==> src/design/tdf_pkg.sv <==
// Shared types and constants of the trial-division factorizer.
package tdf_pkg;

   localparam int FIRST_PRIME = 2;
   localparam int MAX_RESULTS = 31;
   localparam int COUNT_WIDTH = $clog2(MAX_RESULTS + 1);

   typedef enum logic [2:0] {
      ST_IDLE,
      ST_EMIT_NONE,
      ST_CHECK,
      ST_DIVIDE,
      ST_DECIDE,
      ST_EMIT_FACTOR,
      ST_EMIT_FINAL
   } state_type;

   typedef struct packed {
      logic last;
      logic no_factors;
   } rsp_flags_type;

endpackage

==> src/design/tdf_front.sv <==
// Front stage: registers each incoming number and classifies it as trivial or as a job.
module tdf_front #(
   parameter int VALUE_WIDTH = 31
) (
   input  logic                   clock,
   input  logic                   reset,
   input  logic                   req_valid,
   output logic                   req_stall,
   input  logic [VALUE_WIDTH-1:0] req_number,
   output logic                   push_valid,
   input  logic                   push_ready,
   output logic [VALUE_WIDTH-1:0] push_number,
   output logic                   push_trivial
);

   logic                   valid_ff, valid_in;
   logic [VALUE_WIDTH-1:0] number_ff, number_in;
   logic                   trivial_ff, trivial_in;
   logic                   accept;
   logic                   push;

   assign push      = valid_ff && push_ready;
   assign req_stall = valid_ff && !push_ready;
   assign accept    = req_valid && !req_stall;

   always_comb begin
      valid_in   = valid_ff;
      number_in  = number_ff;
      trivial_in = trivial_ff;
      if (push) begin
         valid_in = 1'b0;
      end
      if (accept) begin
         valid_in   = 1'b1;
         number_in  = req_number;
         trivial_in = req_number < VALUE_WIDTH'(tdf_pkg::FIRST_PRIME);
      end
   end

   always_ff @(posedge clock) begin
      if (reset) begin
         valid_ff <= 1'b0;
      end else begin
         valid_ff <= valid_in;
      end
      number_ff  <= number_in;
      trivial_ff <= trivial_in;
   end

   assign push_valid   = valid_ff;
   assign push_number  = number_ff;
   assign push_trivial = trivial_ff;

endmodule

==> src/design/tdf_queue.sv <==
// Short job queue between the front stage and the factorizing engine.
module tdf_queue #(
   parameter int WIDTH = 32,
   parameter int DEPTH = 2
) (
   input  logic             clock,
   input  logic             reset,
   input  logic             wr_valid,
   output logic             wr_ready,
   input  logic [WIDTH-1:0] wr_data,
   output logic             rd_valid,
   input  logic             rd_pop,
   output logic [WIDTH-1:0] rd_data
);

   localparam int PTR_WIDTH = (DEPTH > 1) ? $clog2(DEPTH) : 1;
   localparam int CNT_WIDTH = $clog2(DEPTH + 1);

   logic [WIDTH-1:0]     store_ff [DEPTH];
   logic [PTR_WIDTH-1:0] wr_ptr_ff, wr_ptr_in;
   logic [PTR_WIDTH-1:0] rd_ptr_ff, rd_ptr_in;
   logic [CNT_WIDTH-1:0] count_ff, count_in;
   logic                 do_write;
   logic                 do_read;

   assign wr_ready = count_ff != CNT_WIDTH'(DEPTH);
   assign rd_valid = count_ff != '0;
   assign rd_data  = store_ff[rd_ptr_ff];
   assign do_write = wr_valid && wr_ready;
   assign do_read  = rd_pop && rd_valid;

   always_comb begin
      wr_ptr_in = wr_ptr_ff;
      rd_ptr_in = rd_ptr_ff;
      count_in  = count_ff;
      if (do_write) begin
         wr_ptr_in = (wr_ptr_ff == PTR_WIDTH'(DEPTH - 1)) ? '0 : wr_ptr_ff + 1'b1;
      end
      if (do_read) begin
         rd_ptr_in = (rd_ptr_ff == PTR_WIDTH'(DEPTH - 1)) ? '0 : rd_ptr_ff + 1'b1;
      end
      if (do_write && !do_read) begin
         count_in = count_ff + 1'b1;
      end else if (do_read && !do_write) begin
         count_in = count_ff - 1'b1;
      end
   end

   always_ff @(posedge clock) begin
      if (reset) begin
         wr_ptr_ff <= '0;
         rd_ptr_ff <= '0;
         count_ff  <= '0;
      end else begin
         wr_ptr_ff <= wr_ptr_in;
         rd_ptr_ff <= rd_ptr_in;
         count_ff  <= count_in;
      end
      if (do_write) begin
         store_ff[wr_ptr_ff] <= wr_data;
      end
   end

   assert property (@(posedge clock) disable iff (reset)
      count_ff <= CNT_WIDTH'(DEPTH))
      else $error("Queue occupancy exceeds its depth.");

   assert property (@(posedge clock) disable iff (reset)
      (count_ff == '0) |-> (wr_ptr_ff == rd_ptr_ff))
      else $error("Empty queue with differing pointers.");

endmodule

==> src/design/tdf_back.sv <==
// Factorizing engine: trial divisors with a bit-serial divider and a result register.
module tdf_back #(
   parameter int VALUE_WIDTH = 31
) (
   input  logic                   clock,
   input  logic                   reset,
   input  logic                   job_valid,
   output logic                   job_pop,
   input  logic [VALUE_WIDTH-1:0] job_number,
   input  logic                   job_trivial,
   output logic                   rsp_valid,
   input  logic                   rsp_stall,
   output logic [VALUE_WIDTH-1:0] rsp_factor,
   output logic                   rsp_last,
   output logic                   rsp_no_factors
);

   localparam int W         = VALUE_WIDTH;
   localparam int BIT_WIDTH = $clog2(W);
   localparam int CW        = tdf_pkg::COUNT_WIDTH;

   tdf_pkg::state_type     state_ff, state_in;
   logic [W-1:0]           rem_ff, rem_in;
   logic [W-1:0]           div_ff, div_in;
   logic [W:0]             sq_ff, sq_in;
   logic [W-1:0]           part_ff, part_in;
   logic [W-1:0]           quot_ff, quot_in;
   logic [BIT_WIDTH-1:0]   bit_cnt_ff, bit_cnt_in;
   logic [CW-1:0]          count_ff, count_in;
   logic                   rsp_valid_ff, rsp_valid_in;
   logic [W-1:0]           rsp_factor_ff, rsp_factor_in;
   tdf_pkg::rsp_flags_type rsp_flags_ff, rsp_flags_in;

   logic                   out_free;
   logic                   load;
   logic                   at_cap;
   logic [W:0]             shifted;
   logic [W:0]             diff;
   logic                   fits;

   assign out_free = !rsp_valid_ff || !rsp_stall;
   assign at_cap   = count_ff == CW'(tdf_pkg::MAX_RESULTS - 1);
   assign shifted  = {part_ff, quot_ff[W-1]};
   assign fits     = shifted >= {1'b0, div_ff};
   assign diff     = shifted - {1'b0, div_ff};

   always_comb begin
      state_in      = state_ff;
      rem_in        = rem_ff;
      div_in        = div_ff;
      sq_in         = sq_ff;
      part_in       = part_ff;
      quot_in       = quot_ff;
      bit_cnt_in    = bit_cnt_ff;
      count_in      = count_ff;
      rsp_factor_in = rsp_factor_ff;
      rsp_flags_in  = rsp_flags_ff;
      load          = 1'b0;
      job_pop       = 1'b0;
      unique case (state_ff)
         tdf_pkg::ST_IDLE: begin
            job_pop = job_valid;
            if (job_valid) begin
               if (job_trivial) begin
                  state_in = tdf_pkg::ST_EMIT_NONE;
               end else begin
                  rem_in   = job_number;
                  div_in   = W'(tdf_pkg::FIRST_PRIME);
                  sq_in    = (W + 1)'(tdf_pkg::FIRST_PRIME * tdf_pkg::FIRST_PRIME);
                  count_in = '0;
                  state_in = tdf_pkg::ST_CHECK;
               end
            end
         end
         tdf_pkg::ST_EMIT_NONE: begin
            if (out_free) begin
               load                    = 1'b1;
               rsp_factor_in           = '0;
               rsp_flags_in.last       = 1'b1;
               rsp_flags_in.no_factors = 1'b1;
               state_in                = tdf_pkg::ST_IDLE;
            end
         end
         tdf_pkg::ST_CHECK: begin
            if (sq_ff > {1'b0, rem_ff}) begin
               state_in = tdf_pkg::ST_EMIT_FINAL;
            end else begin
               part_in    = '0;
               quot_in    = rem_ff;
               bit_cnt_in = BIT_WIDTH'(W - 1);
               state_in   = tdf_pkg::ST_DIVIDE;
            end
         end
         tdf_pkg::ST_DIVIDE: begin
            part_in    = fits ? diff[W-1:0] : shifted[W-1:0];
            quot_in    = {quot_ff[W-2:0], fits};
            bit_cnt_in = bit_cnt_ff - 1'b1;
            if (bit_cnt_ff == '0) begin
               state_in = tdf_pkg::ST_DECIDE;
            end
         end
         tdf_pkg::ST_DECIDE: begin
            if (part_ff == '0) begin
               state_in = tdf_pkg::ST_EMIT_FACTOR;
            end else begin
               div_in   = div_ff + 1'b1;
               sq_in    = sq_ff + {div_ff, 1'b1};
               state_in = tdf_pkg::ST_CHECK;
            end
         end
         tdf_pkg::ST_EMIT_FACTOR: begin
            if (out_free) begin
               load                    = 1'b1;
               rsp_factor_in           = div_ff;
               rsp_flags_in.last       = at_cap;
               rsp_flags_in.no_factors = 1'b0;
               rem_in                  = quot_ff;
               count_in                = count_ff + 1'b1;
               state_in                = at_cap ? tdf_pkg::ST_IDLE : tdf_pkg::ST_CHECK;
            end
         end
         tdf_pkg::ST_EMIT_FINAL: begin
            if (out_free) begin
               load                    = 1'b1;
               rsp_factor_in           = rem_ff;
               rsp_flags_in.last       = 1'b1;
               rsp_flags_in.no_factors = 1'b0;
               state_in                = tdf_pkg::ST_IDLE;
            end
         end
         default: begin
            state_in = tdf_pkg::ST_IDLE;
         end
      endcase
      if (load) begin
         rsp_valid_in = 1'b1;
      end else if (!rsp_stall) begin
         rsp_valid_in = 1'b0;
      end else begin
         rsp_valid_in = rsp_valid_ff;
      end
   end

   always_ff @(posedge clock) begin
      if (reset) begin
         state_ff     <= tdf_pkg::ST_IDLE;
         rsp_valid_ff <= 1'b0;
      end else begin
         state_ff     <= state_in;
         rsp_valid_ff <= rsp_valid_in;
      end
      rem_ff        <= rem_in;
      div_ff        <= div_in;
      sq_ff         <= sq_in;
      part_ff       <= part_in;
      quot_ff       <= quot_in;
      bit_cnt_ff    <= bit_cnt_in;
      count_ff      <= count_in;
      rsp_factor_ff <= rsp_factor_in;
      rsp_flags_ff  <= rsp_flags_in;
   end

   assign rsp_valid      = rsp_valid_ff;
   assign rsp_factor     = rsp_factor_ff;
   assign rsp_last       = rsp_flags_ff.last;
   assign rsp_no_factors = rsp_flags_ff.no_factors;

   assert property (@(posedge clock) disable iff (reset)
      (state_ff == tdf_pkg::ST_DIVIDE) |-> (div_ff >= W'(tdf_pkg::FIRST_PRIME)))
      else $error("Trial divisor below the first prime during division.");

   assert property (@(posedge clock) disable iff (reset)
      (rsp_valid_ff && rsp_flags_ff.no_factors) |-> (rsp_factor_ff == '0 && rsp_flags_ff.last))
      else $error("Empty-factor result without a zero factor and last mark.");

   assert property (@(posedge clock) disable iff (reset)
      (rsp_valid_ff && !rsp_flags_ff.no_factors) |->
         (rsp_factor_ff >= W'(tdf_pkg::FIRST_PRIME)))
      else $error("Emitted factor below the first prime.");

   assert property (@(posedge clock) disable iff (reset)
      (state_ff != tdf_pkg::ST_IDLE && state_ff != tdf_pkg::ST_EMIT_NONE) |->
         (count_ff < CW'(tdf_pkg::MAX_RESULTS)))
      else $error("Factor count passed the result limit within a run.");

endmodule

==> src/design/trial_division_factorizer.sv <==
// Top level of the trial-division prime factorizer.
// Usage: each transaction on the req_ channel carries one number; the block answers with
// its prime factors in ascending order, one rsp_ transaction per factor, repeated by
// multiplicity, with rsp_last set on the final one. Numbers 0 and 1 give a single
// transaction with rsp_factor zero and both rsp_last and rsp_no_factors set.
// A front stage registers and classifies numbers and feeds a short queue; the engine
// behind it takes one number at a time. Each trial divisor is tested by a check state,
// the one-bit-per-cycle restoring divider and a decide state, and each emitted factor
// takes an emit state as well. Every trial divisor that the divider uses is at most the
// square root of the number, and a trivial number (0 or 1) skips the divider.
// Further numbers are accepted until the front register and queue are full.
// A stalled rsp_ transaction is held unchanged and the engine waits to emit its next
// result; req_stall rises once the queue and front register have filled. Reset clears
// the queue, the engine and the result register; no transaction is in flight afterwards.
module trial_division_factorizer #(
   parameter int VALUE_WIDTH = 31,
   parameter int QUEUE_DEPTH = 2
) (
   input  logic                   clock,
   input  logic                   reset,
   input  logic                   req_valid,
   output logic                   req_stall,
   input  logic [VALUE_WIDTH-1:0] req_number,
   output logic                   rsp_valid,
   input  logic                   rsp_stall,
   output logic [VALUE_WIDTH-1:0] rsp_factor,
   output logic                   rsp_last,
   output logic                   rsp_no_factors
);

   logic                   push_valid;
   logic                   push_ready;
   logic [VALUE_WIDTH-1:0] push_number;
   logic                   push_trivial;
   logic                   job_valid;
   logic                   job_pop;
   logic [VALUE_WIDTH:0]   job_data;

   tdf_front #(
      .VALUE_WIDTH(VALUE_WIDTH)
   ) u_front (
      .clock       (clock),
      .reset       (reset),
      .req_valid   (req_valid),
      .req_stall   (req_stall),
      .req_number  (req_number),
      .push_valid  (push_valid),
      .push_ready  (push_ready),
      .push_number (push_number),
      .push_trivial(push_trivial)
   );

   tdf_queue #(
      .WIDTH(VALUE_WIDTH + 1),
      .DEPTH(QUEUE_DEPTH)
   ) u_queue (
      .clock   (clock),
      .reset   (reset),
      .wr_valid(push_valid),
      .wr_ready(push_ready),
      .wr_data ({push_trivial, push_number}),
      .rd_valid(job_valid),
      .rd_pop  (job_pop),
      .rd_data (job_data)
   );

   tdf_back #(
      .VALUE_WIDTH(VALUE_WIDTH)
   ) u_back (
      .clock         (clock),
      .reset         (reset),
      .job_valid     (job_valid),
      .job_pop       (job_pop),
      .job_number    (job_data[VALUE_WIDTH-1:0]),
      .job_trivial   (job_data[VALUE_WIDTH]),
      .rsp_valid     (rsp_valid),
      .rsp_stall     (rsp_stall),
      .rsp_factor    (rsp_factor),
      .rsp_last      (rsp_last),
      .rsp_no_factors(rsp_no_factors)
   );

endmodule

==> config.mk <==
export PLATFORM = sky130hd
export DESIGN_NAME = trial_division_factorizer
export DESIGN_NICKNAME = d
export VERILOG_FILES = /design/src/design/tdf_pkg.sv /design/src/design/tdf_front.sv /design/src/design/tdf_queue.sv /design/src/design/tdf_back.sv /design/src/design/trial_division_factorizer.sv
export SDC_FILE = /design/constraint.sdc
export NUM_CORES = 1
export LEC_CHECK = 0
export ABC_CLOCK_PERIOD_IN_PS = 8100
export BUFFER_PORTS_ARGS = -buffer_cell sky130_fd_sc_hd__buf_2
export CAP_MARGIN = 20
export CORE_MARGIN = 1.5
export CORE_UTILIZATION = 39
export CTS_BUF_LIST = sky130_fd_sc_hd__clkbuf_2
export DETAILED_ROUTE_END_ITERATION = 10
export HOLD_SLACK_MARGIN = 0.05
export PLACE_DENSITY = 0.57
export SYNTH_ARGS = -nofsm -noshare
export SYNTH_HDL_FRONTEND = slang
export SYNTH_SLANG_ARGS = --single-unit
export TNS_END_PERCENT = 5
==> constraint.sdc <==
create_clock -name clock -period 8.1 [get_ports clock]
set_input_delay 0.405 -clock clock [delete_from_list [all_inputs] [get_ports clock]]
set_output_delay 0.405 -clock clock [all_outputs]
set_load 0.1 [all_outputs]
==> results of run 1 <==
cells in the final DEF, fill, tap and decap left out, types with 57 or more instances in the layout:
master	n
o21ai_0	129
xnor2_1	61
nor2_1	134
buf_2	69
a21oi_1	58
edfxtp_1	295
nand2_1	153
ha_1	97
mux2i_1	57
clkbuf_2	128
inv_1	81
logic make-up (layout without fill, tap and decap cells):
family,Yosys count,after routing,share of synthesized area (%)
DFF,305,305,55.50
adders and majority gates,99,99,7.682
AOI/OAI and AO/OA,321,321,12.43
and+or+nand+nor,464,464,13.33
muxes,57,57,3.496
other,0,2,0
xor gates and xnor gates,81,81,4.347
buffers and inverters,132,350,3.212
final cells by class:
class,instances,area [um^2]
Sequential cell,305,9060
Inverter,82,307.8
Tap cell,532,665.6
Timing Repair Buffer,119,808.3
Antenna cell,2,5.005
Fill cell,3895,22620
Clock inverter,21,121.4
Multi-Input combinational cell,1022,6789
Clock buffer,128,640.6
through the flow:
step                setup WS (ns)  total power [W]  cells
CTS                         4.337         0.006527   2209
global route                4.128         0.006966   2210
detailed placement          4.393         0.005362   2025
finish                      4.262         0.006471   2211
floorplan                   3.230         0.004706   1459
global placement            4.437         0.005331   2025
final timing paths:
kind / from / slack, ns / to
worst max register to register: u_back.div_ff[17] / 4.26 / u_back.quot_ff[0]
worst max-delay path: u_back.div_ff[17] / 4.26 / u_back.quot_ff[0]
worst min-delay path: req_number[10] / 0.19 / u_front.push_number[10]
worst min register to register: u_front.push_number[18] / 0.43 / u_queue.store_ff[1][18]
critical path: cells and delay by family, from the launching register on:
kind                       cells  cell delay, ns
AOI/OAI and AO/OA              7            2.32
buffers and inverters          1            0.18
adders and majority gates      1            0.30
and+or+nand+nor                1            0.14
DFF                            1            0.48
state kept, by name, indices dropped and copies added, names as in the netlist, named ones only:
signal,count
u_back.rem_ff,31
u_front.push_trivial,1
u_queue.store_ff,64
u_back.quot_ff,31
u_back.div_ff,31
u_queue.count_ff,2
u_back.count_ff,5
u_front.push_number,31
u_back.rsp_valid,1
u_front.push_valid,1
u_back.rsp_last,1
u_back.bit_cnt_ff,5
u_back.part_ff,31
u_back.sq_ff,32
u_back.state_ff,3
u_back.rsp_no_factors,1
u_queue.rd_ptr_ff,1
u_back.rsp_factor,31
u_queue.wr_ptr_ff,1
power groups by stage:
stage | Sequential [W] | Combinational (W) | Clock [W]
after floorplan | 0.00270 | 0.00201 | 0
after global placement | 0.00248 | 0.00285 | 0
after detailed placement | 0.00249 | 0.00287 | 0
after CTS | 0.00246 | 0.00290 | 0.00117
after global routing | 0.00250 | 0.00321 | 0.00126
final | 0.00246 | 0.00290 | 0.00112
metal layers:
layer / vias up / wire, um
met1: 5591 / 18950
met3: 61 / 2214
met4: 0 / 872
li1: 5714 / -
met5: - / 0
met2: 303 / 17500
==> flow_metrics.py, run 1 <==
metrics = {
    "run_status": {
        "status": "finished with violations",
        "violations": "design-rule violations",
    },
    "worst_setup_path": {
        "critPathRequiredTime_ns": 8.67,
        "max_stage_delay_ns": 0.90,
        "r2r_cells": 10,
        "cp_common_cell": "o21ai_0",
        "cp_cell_sequence": "inv_1, ha_1, a21oi_2, o21ai_0, a21oi_1, nand2_1, a311o_1, o211ai_1, a22o_2, o21ai_0",
        "critPathMaxFanout": 38,
        "slowest_stage": "a22o_2",
        "worstPathArrival_ns": 4.41,
        "endpoint_kind": "register",
        "start_kind": "register",
        "critPathKind": "register to register",
    },
    "power_and_ir_drop": {
        "power_switching_w": 0.002758,
        "netSwitchingFraction_pct": 42.61,
        "p_leak_nw": 6.884,
        "combPwrFrac_pct": 44.7,
        "intPower_w": 0.003714,
        "pwr-share-clk_pct": 17.2,
        "pwr-share-seq_pct": 38.0,
        "power_density_nw_per_um2": 351.7,
        "ir_worst_vdd_uv": 204.5,
    },
    "clocking": {
        "clk_latency_ns": 0.98,
        "ctsResizeCount": 0,
        "root_buffer": "clkbuf_2",
        "clk_pin_slew_ns": 0.10,
        "cts_htree_levels": 3,
        "cts_buffer_depth": 3,
        "post-cts-setup-buffer-count": 0,
        "clkSinkCount": 305,
        "cts_buffers": 83,
        "hold_buffers": 35,
        "cts_tree": "done",
    },
    "synth": {
        "synth_edf_count": 295,
        "synth.avg_cell_area_um2": 11.19,
        "synth_seq_cells": 305,
        "netlist_area_um2": 16320,
        "yosysTopAreaCell": "edfxtp_1",
        "async_reset_ff_share_pct": 0,
        "yosysWarnings": 0,
        "synth_fp_nets": 1593,
        "postSynthCellCount": 1459,
        "synth_top_area_share_pct": 54.28,
        "ys_types": 79,
        "ys_seq_area_share_pct": 55.50,
        "synth_area_leaders": "edfxtp_1, ha_1, o21ai_0",
        "synthMostInstantiatedCell": "edfxtp_1",
        "synth_top_cells_by_count": "edfxtp_1, nand2_1, nor2_1",
        "synth_ff_type": "edfxtp_1",
    },
    "layout": {
        "final_nets": 1747,
        "area_delta_synth_final_pct": 12.73,
        "postLayoutCellArea_um2": 18400,
        "drive_gt1_share_pct": 15.68,
        "fin_util_pct": 44.85,
    },
    "sta": {
        "hold_violations": 0,
        "grt_setup_unrepaired": "false",
        "period_share_pct": 47.38,
        "clock_skew_ns": 0.08845,
        "hold_ws_ns": 0.1927,
        "min_period_ns": 3.838,
        "fmax_mhz": 260.6,
        "tightest_slew_ns": 1.096,
        "maxSlewHeadroom_pct": 26.94,
        "finalSetupViolations": 0,
        "slew_viol_final": 0,
        "setup_tns_ns": 0,
    },
    "global_routing": {
        "grt_max_degree": 66,
        "grt_util_met3_pct": 3.676,
        "antenna_found_initial": 1,
        "use_met2_pct": 28.33,
        "use_met1_pct": 26.17,
        "grtUsageTotal_pct": 18.53,
        "grt_busiest_layer": "met2",
        "grt_overflow": 0,
        "grt_pass1_vias": 11470,
        "grt_pass1_wl_um": 62600,
    },
    "place": {
        "port_buffers": 69,
        "place_hpwl_um": 27840,
        "placed_area_um2": 17280,
        "gp_congestion": 0.9072,
    },
    "drt": {
        "drtPass1Iterations": 11,
        "viasPerCell": 5.278,
        "wire_per_inst_um": 17.88,
        "vias": 11670,
        "first_iter_violations": 711,
        "drc": 6,
        "wl_um": 39530,
        "ant_nets": 0,
    },
    "die": {
        "dieArea_um2": 43080,
        "die_w_um": 207.6,
        "rows": 74,
        "die_y_um": 207.6,
        "initial_utilization_pct": 39.79,
        "pin_count": 70,
        "core-area_um2": 41020,
    },
    "min_path": {
        "hold_path_class": "input pin to register",
        "min_path_cells": 2,
    },
    "job": {
        "max-cap-violations": 0,
    },
}
Note: power is estimated with default switching activity, not from simulation.
==> run 2: changes to the inputs <==
--- a/config.mk
+++ b/config.mk
@@ -5,7 +5,8 @@
 export SDC_FILE = /design/constraint.sdc
 export NUM_CORES = 1
 export LEC_CHECK = 0
-export ABC_CLOCK_PERIOD_IN_PS = 8100
+export ABC_AREA = 1
+export ABC_CLOCK_PERIOD_IN_PS = 3900
 export BUFFER_PORTS_ARGS = -buffer_cell sky130_fd_sc_hd__buf_2
 export CAP_MARGIN = 20
 export CORE_MARGIN = 1.5
==> constraint.sdc (replaced) <==
create_clock -name clock -period 3.9 [get_ports clock]
set_input_delay 0.195 -clock clock [delete_from_list [all_inputs] [get_ports clock]]
set_output_delay 0.195 -clock clock [all_outputs]
set_load 0.1 [all_outputs]
==> run 2 against run 1 <==
  * The run now ends clean
  * Setup slack lost 3.4 ns
  * Cell area grew 4.3%
  * Via count grew 15%
  * Largest power group unchanged
  * Sequential share of layout area shrank 2.0 points
  * Wire length grew 14%
==> flow_metrics.py, run 2 <==
metrics = {
    "run_status": {
        "status": "finished clean",
    },
    "sta": {
        "slew_viol_final": 0,
        "period_share_pct": 77.75,
        "clock_skew_ns": 0.07105,
        "hold_violations": 0,
        "tightest_slew_ns": 0.9098,
        "min_period_ns": 3.032,
        "fmax_mhz": 329.8,
        "maxSlewHeadroom_pct": 39.35,
        "grt_setup_unrepaired": "false",
        "finalSetupViolations": 0,
    },
    "clocking": {
        "cts_buffers": 84,
        "clkSinkCount": 305,
        "ctsResizeCount": 0,
        "root_buffer": "clkbuf_2",
        "clk_latency_ns": 1.01,
        "clk_pin_slew_ns": 0.12,
        "cts_buffer_depth": 3,
        "cts_tree": "done",
        "cts_htree_levels": 3,
    },
    "worst_setup_path": {
        "critPathRequiredTime_ns": 4.69,
        "endpoint_kind": "register",
        "start_kind": "register",
        "worstPathArrival_ns": 3.82,
        "critPathKind": "register to register",
        "critPathMaxFanout": 18,
    },
    "place": {
        "place_hpwl_um": 32570,
        "port_buffers": 69,
        "placed_area_um2": 17690,
        "gp_congestion": 0.9833,
    },
    "synth": {
        "synth_area_leaders": "edfxtp_1, nand2_1, ha_1",
        "synth_top_cells_by_count": "nand2_1, edfxtp_1, inv_1",
        "async_reset_ff_share_pct": 0,
        "synth_top_area_share_pct": 53.25,
        "yosysTopAreaCell": "edfxtp_1",
        "synth_ff_type": "edfxtp_1",
        "postSynthCellCount": 1783,
        "ys_types": 48,
        "synth_seq_cells": 305,
        "yosysWarnings": 0,
        "netlist_area_um2": 16640,
        "synth.avg_cell_area_um2": 9.330,
        "synthMostInstantiatedCell": "nand2_1",
        "synth_edf_count": 295,
        "synth_fp_nets": 1917,
        "ys_seq_area_share_pct": 54.45,
    },
    "power_and_ir_drop": {
        "power_switching_w": 0.007395,
        "combPwrFrac_pct": 49.1,
        "pwr-share-seq_pct": 35.2,
        "power_density_nw_per_um2": 798.9,
        "p_leak_nw": 7.746,
        "power.total_w": 0.01532,
        "netSwitchingFraction_pct": 48.26,
        "intPower_w": 0.007928,
        "pwr-share-clk_pct": 15.6,
        "ir_worst_vdd_uv": 279.4,
    },
    "drt": {
        "wire_per_inst_um": 17.44,
        "drc": 0,
        "first_iter_violations": 1003,
        "viasPerCell": 5.186,
        "drtPass1Iterations": 5,
        "ant_nets": 0,
        "wl_um": 45160,
        "vias": 13430,
    },
    "die": {
        "core-area_um2": 42040,
        "dieArea_um2": 43900,
        "pin_count": 70,
        "die_y_um": 209.5,
        "initial_utilization_pct": 39.57,
        "rows": 75,
        "die_w_um": 209.5,
    },
    "layout": {
        "area_delta_synth_final_pct": 15.29,
        "layout_common_cells": "nand2_1, edfxtp_1, inv_1",
        "drive_gt1_share_pct": 11.52,
        "mostFrequentLayoutCell": "nand2_1",
        "fin_util_pct": 45.62,
        "largest_reg_flops": 64,
        "regMostFlops": "u_queue.store_ff",
        "largestRegisters": "u_queue.store_ff: 64 flops, u_back.sq_ff: 32 flops",
        "area.sequential_um2": 9060,
        "multi_input_area_um2": 6684,
        "fillers": 4091,
        "postLayoutCellArea_um2": 19180,
        "final_nets": 2120,
    },
    "global_routing": {
        "antenna_found_initial": 2,
        "grt_overflow": 0,
        "grt_pass1_wl_um": 70880,
        "grt_pass1_vias": 13240,
        "use_met1_pct": 28.06,
        "grt_util_met3_pct": 4.384,
        "grt_busiest_layer": "met2",
        "grt_max_degree": 68,
        "grtUsageTotal_pct": 20.82,
        "use_met2_pct": 33.68,
    },
    "job": {
        "max-cap-violations": 0,
    },
    "min_path": {
        "hold_path_class": "input pin to register",
    },
}
## run 2: changes by cell type after synthesis, moves of 46 or more
| cell | previous run | this run |
|---|---|---|
| o21ai_0 | 129 | 183 |
| inv_1 | 81 | 202 |
| mux2i_1 | 57 | 1 |
| a21oi_1 | 61 | 146 |
| xnor2_1 | 61 | 15 |
| nand2_1 | 154 | 392 |
## run 2: per-layer routing
metal,routed length (um),vias up
met3,2655,74
met1,20670,6288
li1,-,6662
met2,20850,402
met4,985,0
met5,0,-
## run 2: power groups by stage
stage               combinational (W)  sequential (W)  clock, W
CTS                           0.00744         0.00538   0.00249
global placement              0.00734         0.00543         0
floorplan                     0.00477         0.00588         0
finish                        0.00753         0.00540   0.00240
detailed placement            0.00735         0.00545         0
global route                  0.00837         0.00549   0.00265
## run 2: cell families after synthesis
logic type | count (synthesis) | share of synthesized area (%)
AOI/OAI and AO/OA | 418 | 13.55
xor gates and xnor gates | 31 | 1.632
adders and majority gates | 99 | 7.536
buffers and inverters | 245 | 5.663
DFF | 305 | 54.45
muxes | 1 | 0.06017
and+or+nand+nor | 684 | 17.11
## run 2: what timing repair did
action                     CTS  global route
setup buffers                0             0
hold endpoints to repair   112             0
setup endpoints to repair    0             0
hold buffers                70             0
## run 2: layout make-up
type	instances	area share, %
Antenna cell	1	0.01305
Clock buffer	112	2.923
Clock inverter	37	1.129
Inverter	205	4.019
Multi-Input combinational cell	1233	34.85
Sequential cell	305	47.24
Tap cell	539	3.516
Timing Repair Buffer	157	6.315
## run 2: worst paths after layout
path,to,start,slack (ns),cells past startpoint
worst max-delay path,u_back.part_ff[17],u_back.div_ff[9],0.87,12
worst min-delay path,u_front.push_trivial,req_number[10],0.17,5
worst max register to register,u_back.part_ff[17],u_back.div_ff[9],0.87,12
worst min register to register,u_queue.store_ff[0][15],u_front.push_number[15],0.44,0
## run 2: metrics by stage
| step | worst slack, ns | hold slack, ns | std cells | TNS [ns] |
|---|---|---|---|---|
| after global placement | 1.020 | 0.3730 | 2367 | 0 |
| after detailed placement | 0.9569 | 0.3805 | 2368 | 0 |
| final | 0.8679 | 0.1695 | 2589 | 0 |
| after CTS | 0.8837 | 0.05197 | 2587 | 0 |
| after floorplan | -0.3599 | 0.2939 | 1783 | -12.96 |
| after global routing | 0.6450 | 0.07828 | 2589 | 0 |
## run 2: critical path, cell delays in order, from the launching register on
cell and delay (ns):
edfxtp_1 0.49, inv_1 0.20, ha_1 0.32, a21oi_1 0.23
o21ai_0 0.18, a21oi_1 0.19, nand2_2 0.10, nand2_1 0.08
nand3_2 0.10, nor2_2 0.46, buf_4 0.33, nand2_1 0.09
o21ai_1 0.08
